[config.mk]
export PLATFORM = sky130hd
export DESIGN_NAME = sca_ctrl
export DESIGN_NICKNAME = d
export VERILOG_FILES = /design/src/rtl/sca_pkg.sv /design/src/rtl/sca_ctrl.sv
export SDC_FILE = /design/constraint.sdc
export NUM_CORES = 1
export LEC_CHECK = 0
export BUFFER_PORTS_ARGS = -buffer_cell sky130_fd_sc_hd__buf_2
export CORE_MARGIN = 2
export CORE_UTILIZATION = 35
export CTS_CLUSTER_SIZE = 24
export DETAILED_ROUTE_END_ITERATION = 10
export HOLD_SLACK_MARGIN = 0.06
export PLACE_DENSITY = 0.59
export RECOVER_POWER = 25
export SLEW_MARGIN = 20
export SYNTH_ARGS = -nofsm -noshare
export SYNTH_HDL_FRONTEND = slang
export SYNTH_SLANG_ARGS = --single-unit
[constraint.sdc]
create_clock -name clk_i -period 3.3 [get_ports clk_i]
set_clock_uncertainty 0.1 [all_clocks]
set_input_delay 0.33 -clock clk_i [delete_from_list [all_inputs] [get_ports clk_i]]
set_output_delay 0.33 -clock clk_i [all_outputs]
set_load 0.02 [all_outputs]
[src/rtl/sca_pkg.sv]
// ----------------------------------------------------------------------------
// sca_pkg
// Shared types, constants and codes of the sample covariance accumulator.
// ----------------------------------------------------------------------------
`default_nettype none

package sca_pkg;

  // vector size and derived widths
  localparam int ELEMENTS = 8;
  localparam int ROW_W    = $clog2(ELEMENTS);
  localparam int SMP_W    = 16;
  localparam int SUM_W    = 32;
  localparam int PSUM_W   = 48;
  localparam int DIV_W    = 64;
  localparam int CNT_W    = 16;
  localparam int DVS_W    = 16;
  localparam int DCNT_W   = $clog2(DIV_W);
  localparam int ROW_BITS = ELEMENTS * PSUM_W;

  localparam logic [CNT_W-1:0] COUNT_MAX = '1;
  localparam logic signed [DIV_W-1:0] COV_MAX = 64'sh0000_7FFF_FFFF_FFFF;
  localparam logic signed [DIV_W-1:0] COV_MIN = -64'sh0000_8000_0000_0000;

  // input action codes
  typedef enum logic [1:0] {
    ACT_CLEAR  = 2'd0,
    ACT_ADD    = 2'd1,
    ACT_REPORT = 2'd2
  } sca_action_e;

  // report status codes
  typedef enum logic [1:0] {
    ST_OK        = 2'd0,
    ST_MEAN_ONLY = 2'd1,
    ST_EMPTY     = 2'd2
  } sca_status_e;

  // divider operand select
  typedef enum logic [1:0] {
    DIV_MEAN = 2'd0,
    DIV_Q1   = 2'd1,
    DIV_Q2   = 2'd2
  } sca_div_sel_e;

  // controller states
  typedef enum logic [3:0] {
    S_IDLE,
    S_ADD,
    S_ADD_END,
    S_ROW_RD,
    S_ROW_CAP,
    S_MEAN_WAIT,
    S_MUL,
    S_Q1_GO,
    S_Q1_WAIT,
    S_Q2_GO,
    S_Q2_WAIT,
    S_EMIT
  } sca_state_e;

  typedef struct packed {
    logic [1:0]              action;
    logic signed [SMP_W-1:0] sample_0;
    logic signed [SMP_W-1:0] sample_1;
    logic signed [SMP_W-1:0] sample_2;
    logic signed [SMP_W-1:0] sample_3;
    logic signed [SMP_W-1:0] sample_4;
    logic signed [SMP_W-1:0] sample_5;
    logic signed [SMP_W-1:0] sample_6;
    logic signed [SMP_W-1:0] sample_7;
  } sca_in_item_t;

  typedef struct packed {
    logic [2:0]               row;
    logic [2:0]               col;
    logic signed [PSUM_W-1:0] covariance;
    logic signed [SMP_W-1:0]  row_mean;
    logic [1:0]               status;
    logic [CNT_W-1:0]         sample_count;
    logic                     count_saturated;
    logic                     last;
  } sca_out_item_t;

  // controller to datapath commands
  typedef struct packed {
    logic             clear;
    logic             add;
    logic             drop;
    logic             rd_en;
    logic             rd_add;
    logic [ROW_W-1:0] row;
    logic [ROW_W-1:0] col;
    logic             cap_row;
    logic             div_start;
    sca_div_sel_e     div_sel;
    logic             lat_mean;
    logic             lat_q1;
    logic             mul;
    logic             emit;
    logic             last;
  } sca_cmd_t;

  // datapath to controller status
  typedef struct packed {
    logic count_full;
    logic div_done;
    logic div_busy;
    logic out_free;
  } sca_sts_t;

endpackage

`default_nettype wire

[src/rtl/sca_ctrl.sv]
// ----------------------------------------------------------------------------
// sca_ctrl
// Sequencer for clear, add and report actions of the covariance accumulator.
// ----------------------------------------------------------------------------
`default_nettype none

module sca_ctrl (
  input  wire logic              clk_i,
  input  wire logic              rst_ni,
  input  wire logic              in_valid_i,
  input  wire logic [1:0]        in_action_i,
  output      logic              in_ready_o,
  input  wire sca_pkg::sca_sts_t sts_i,
  output      sca_pkg::sca_cmd_t cmd_o
);

  localparam logic [sca_pkg::ROW_W-1:0] LAST_IDX = sca_pkg::ROW_W'(sca_pkg::ELEMENTS - 1);

  sca_pkg::sca_state_e       state_q, state_d;
  logic [sca_pkg::ROW_W-1:0] row_q, row_d;
  logic [sca_pkg::ROW_W-1:0] col_q, col_d;
  logic                      accept;

  assign in_ready_o = (state_q == sca_pkg::S_IDLE);
  assign accept     = in_valid_i && in_ready_o;

  // next state
  always_comb begin
    state_d = state_q;
    row_d   = row_q;
    col_d   = col_q;
    case (state_q)
      sca_pkg::S_IDLE: begin
        row_d = '0;
        col_d = '0;
        if (accept) begin
          case (in_action_i)
            sca_pkg::ACT_ADD:    if (!sts_i.count_full) state_d = sca_pkg::S_ADD;
            sca_pkg::ACT_REPORT: state_d = sca_pkg::S_ROW_RD;
            default:             state_d = sca_pkg::S_IDLE;
          endcase
        end
      end
      sca_pkg::S_ADD: begin
        if (row_q == LAST_IDX) begin
          state_d = sca_pkg::S_ADD_END;
        end else begin
          row_d = row_q + 1'b1;
        end
      end
      sca_pkg::S_ADD_END: state_d = sca_pkg::S_IDLE;
      sca_pkg::S_ROW_RD:  state_d = sca_pkg::S_ROW_CAP;
      sca_pkg::S_ROW_CAP: state_d = sca_pkg::S_MEAN_WAIT;
      sca_pkg::S_MEAN_WAIT: begin
        if (sts_i.div_done) begin
          state_d = sca_pkg::S_MUL;
          col_d   = '0;
        end
      end
      sca_pkg::S_MUL:   state_d = sca_pkg::S_Q1_GO;
      sca_pkg::S_Q1_GO: state_d = sca_pkg::S_Q1_WAIT;
      sca_pkg::S_Q1_WAIT: if (sts_i.div_done) state_d = sca_pkg::S_Q2_GO;
      sca_pkg::S_Q2_GO: state_d = sca_pkg::S_Q2_WAIT;
      sca_pkg::S_Q2_WAIT: if (sts_i.div_done) state_d = sca_pkg::S_EMIT;
      sca_pkg::S_EMIT: begin
        if (sts_i.out_free) begin
          if (col_q != LAST_IDX) begin
            col_d   = col_q + 1'b1;
            state_d = sca_pkg::S_MUL;
          end else if (row_q != LAST_IDX) begin
            row_d   = row_q + 1'b1;
            state_d = sca_pkg::S_ROW_RD;
          end else begin
            state_d = sca_pkg::S_IDLE;
          end
        end
      end
      default: state_d = sca_pkg::S_IDLE;
    endcase
  end

  // command outputs
  always_comb begin
    cmd_o         = '0;
    cmd_o.row     = row_q;
    cmd_o.col     = col_q;
    cmd_o.div_sel = sca_pkg::DIV_MEAN;
    case (state_q)
      sca_pkg::S_IDLE: begin
        if (accept) begin
          case (in_action_i)
            sca_pkg::ACT_CLEAR: cmd_o.clear = 1'b1;
            sca_pkg::ACT_ADD: begin
              cmd_o.drop = sts_i.count_full;
              cmd_o.add  = !sts_i.count_full;
            end
            default: cmd_o.clear = 1'b0;
          endcase
        end
      end
      sca_pkg::S_ADD: begin
        cmd_o.rd_en  = 1'b1;
        cmd_o.rd_add = 1'b1;
      end
      sca_pkg::S_ROW_RD: cmd_o.rd_en = 1'b1;
      sca_pkg::S_ROW_CAP: begin
        cmd_o.cap_row   = 1'b1;
        cmd_o.div_start = 1'b1;
      end
      sca_pkg::S_MEAN_WAIT: cmd_o.lat_mean = sts_i.div_done;
      sca_pkg::S_MUL:       cmd_o.mul = 1'b1;
      sca_pkg::S_Q1_GO: begin
        cmd_o.div_start = 1'b1;
        cmd_o.div_sel   = sca_pkg::DIV_Q1;
      end
      sca_pkg::S_Q1_WAIT: cmd_o.lat_q1 = sts_i.div_done;
      sca_pkg::S_Q2_GO: begin
        cmd_o.div_start = 1'b1;
        cmd_o.div_sel   = sca_pkg::DIV_Q2;
      end
      sca_pkg::S_EMIT: begin
        cmd_o.emit = sts_i.out_free;
        cmd_o.last = (row_q == LAST_IDX) && (col_q == LAST_IDX);
      end
      default: cmd_o.mul = 1'b0;
    endcase
  end

  always_ff @(posedge clk_i or negedge rst_ni) begin
    if (!rst_ni) begin
      state_q <= sca_pkg::S_IDLE;
      row_q   <= '0;
      col_q   <= '0;
    end else begin
      state_q <= state_d;
      row_q   <= row_d;
      col_q   <= col_d;
    end
  end

endmodule

`default_nettype wire

==> results_dict.tcl <==
set metrics [dict create \
    wl_met1_um 979 \
    ys_seq_area_frac 0.263 \
    antenna-diode-count 0 \
    tightest_slew_ns 0.536 \
    drc_errors 0 \
    drive_gt1_frac 0.321 \
    grt_use_total 0.132 \
    synth_edf_count 0 \
    initial_core_util 0.377 \
    relSlewSlack 0.643 \
    grt_max_degree 17 \
    vias 870 \
    io_buffers 28 \
    core_mm2 0.00252 \
    report.final.slew_viol_count 0 \
    chipHeight_um 56.2 \
    worstPathRequired_ns 2.87 \
    wl_met3_um 95 \
    ys_types 40 \
    synth_ff_type "dfrtp_1" \
    finalCriticalPeriod_ns 2.28 \
    grt_remaining_overflow 0 \
    cts.sink_count 10 \
    end_kind "output pin" \
    synth.area.top_cells "dfrtp_1 26%, ha_1 13%, nand2_1 4.7%" \
    ys_top_cells_by_count "12 x nand2_1, 11 x nor2_1, 10 x dfrtp_1, 10 x ha_1, 8 x inv_1" \
    pin_count 30 \
    hold_viol_final 0 \
    power_density_mw_per_mm2 940 \
    async_flop_share 1.00 \
    cts-buffers-inserted 3 \
    crit_arrival_ns 1.85 \
    grt_antenna_before_repair 0 \
    dr.pass1.iters 4 \
    grt_pass1_wl_mm 3.34 \
    nets 161 \
    synth_nets 130 \
    gp_congestion 0.767 \
    leakagePower_uw 0.000609 \
    hp-class "input port to register" \
    synth.avg_cell_area_um2 8.58 \
    wl_per_cell_um 12.2 \
    syn_to_final_growth_pct 19.8 \
    irDropWorstVdd_mv 0.604 \
    synth.most_common_cell "nand2_1" \
    hpwl_mm 1.68 \
    routed_wl_mm 2.08 \
    cp_max_fo 12 \
    stdcell_count 170 \
    synth_cells 111 \
    outcome "finished, final reports clean" \
    path_clk_slew_ns 0.06 \
    rsz0062_at_grt "false" \
    dp_cells 166 \
    via_per_inst 5.12 \
    highest-signal-layer "met4" \
    synth_top_area_frac 0.263 \
    syn_area_um2 952 \
    drtIter0Drc 10 \
    h-tree-depth 1 \
    synth.largest_area_cell "dfrtp_1" \
    finalSetupViolCount 0 \
    antenna_left 0 \
    grt_pass1_vias 775 \
    start_kind "register" \
    setup_tns_ns 0 \
    yosysWarnings 0 \
    cts_tree "yes" \
    ys_seq_elements 10 \
    cts.path.max_buffers 2 \
    layout_worst_path_cycle_share 0.691 \
    die-area_mm2 0.00315 \
    crit_type "register to output pin" \
    fp-row-count 18 \
    clk_latency_ns 0.26 \
    die_x_um 56.2 \
    root_buffer "clkbuf_4" \
    maxCapViolCount 0 \
    fmax_mhz 439 \
    dr_wl_met2_um 987 \
    post_cts_resized 0 \
]
-- critical path, stage by stage (launching register included) --
cell	delay, ns
dfrtp_1	0.40
inv_1	0.09
ha_1	0.45
and3_2	0.30
nand2_1	0.10
nor2_1	0.09
buf_2	0.16
-- layout make-up --
cell class	instances	area, um^2
Clock buffer	3	22.5
Fill cell	276	1380
Inverter	11	41.3
Multi-Input combinational cell	87	641
Sequential cell	10	250
Tap cell	30	37.5
Timing Repair Buffer	29	149
-- routing by layer --
layer  vias up  GRT usage
met5         -          0
met2        26      0.205
met1       397      0.174
met4         0     0.0442
met3         2     0.0372
li1        445          -
-- power breakdown --
part	switching [uW]	total [uW]	leakage (uW)	internal (uW)
Clock	36.7	78.6	0.0000138	41.9
Sequential	68.6	228	0.000135	159
Combinational	439	767	0.000460	327
Total	545	1070	0.000609	528
-- per-stage QoR --
step                hold slack (ns)  power, uW   util  instance area [um^2]  setup slack (ns)
detailed placement           0.0957        996  0.440                  1110              1.27
floorplan                   -0.0656        844      -                   952              1.33
CTS                           0.359       1080  0.453                  1140              1.01
global route                  0.406       1170  0.452                  1140             0.860
finish                        0.393       1070  0.452                  1140              1.02
global placement              0.101        986  0.440                  1110              1.30
-- layout by cell type (no fill, tap or decap), types with 2 or more instances in the layout --
master | Yosys | layout
nor2_1 | 11 | 11
clkbuf_4 | 0 | 3
inv_1 | 8 | 8
nand2b_1 | 2 | 2
nand3_1 | 4 | 4
ha_1 | 10 | 10
a22o_1 | 3 | 3
nor3_1 | 3 | 3
o21ai_1 | 3 | 3
and3_1 | 4 | 4
and2_1 | 3 | 3
inv_2 | 2 | 2
buf_2 | 1 | 27
nand2_1 | 12 | 12
mux2_4 | 2 | 2
dfrtp_1 | 10 | 10
o21ai_0 | 3 | 3
a21oi_1 | 6 | 6
-- flip-flops by register name (all words and copies together), names as in the netlist --
register,count
state_q,4
row_q,3
col_q,3
-- timing repair --
action                    4_1_cts  5_1_grt
hold endpoints to repair       10        0
hold buffers                    1        0
buffers inserted                0        0
-- worst paths after layout --
| path | start | to | slack, ns | cells past startpoint |
|---|---|---|---|---|
| max in group asynchronous | rst_ni | state_q[0] | 2.29 | 2 |
| min | sts_i[2] | state_q[0] | 0.39 | 5 |
| min reg2reg | row_q[0] | row_q[0] | 0.41 | 1 |
| min in group asynchronous | rst_ni | state_q[2] | 0.46 | 2 |
| max | state_q[2] | cmd_o[0] | 1.02 | 6 |
| max reg2reg | state_q[2] | state_q[1] | 1.27 | 6 |
-- cell families after synthesis --
family | Yosys count | share of synthesized area
and+or+nand+nor | 46 | 0.251
AOI/OAI and AO/OA | 27 | 0.237
buffers and inverters | 14 | 0.0644
adders and majority gates | 10 | 0.131
DFF | 10 | 0.263
muxes | 4 | 0.0539
Power figures use the tool's default switching activity.
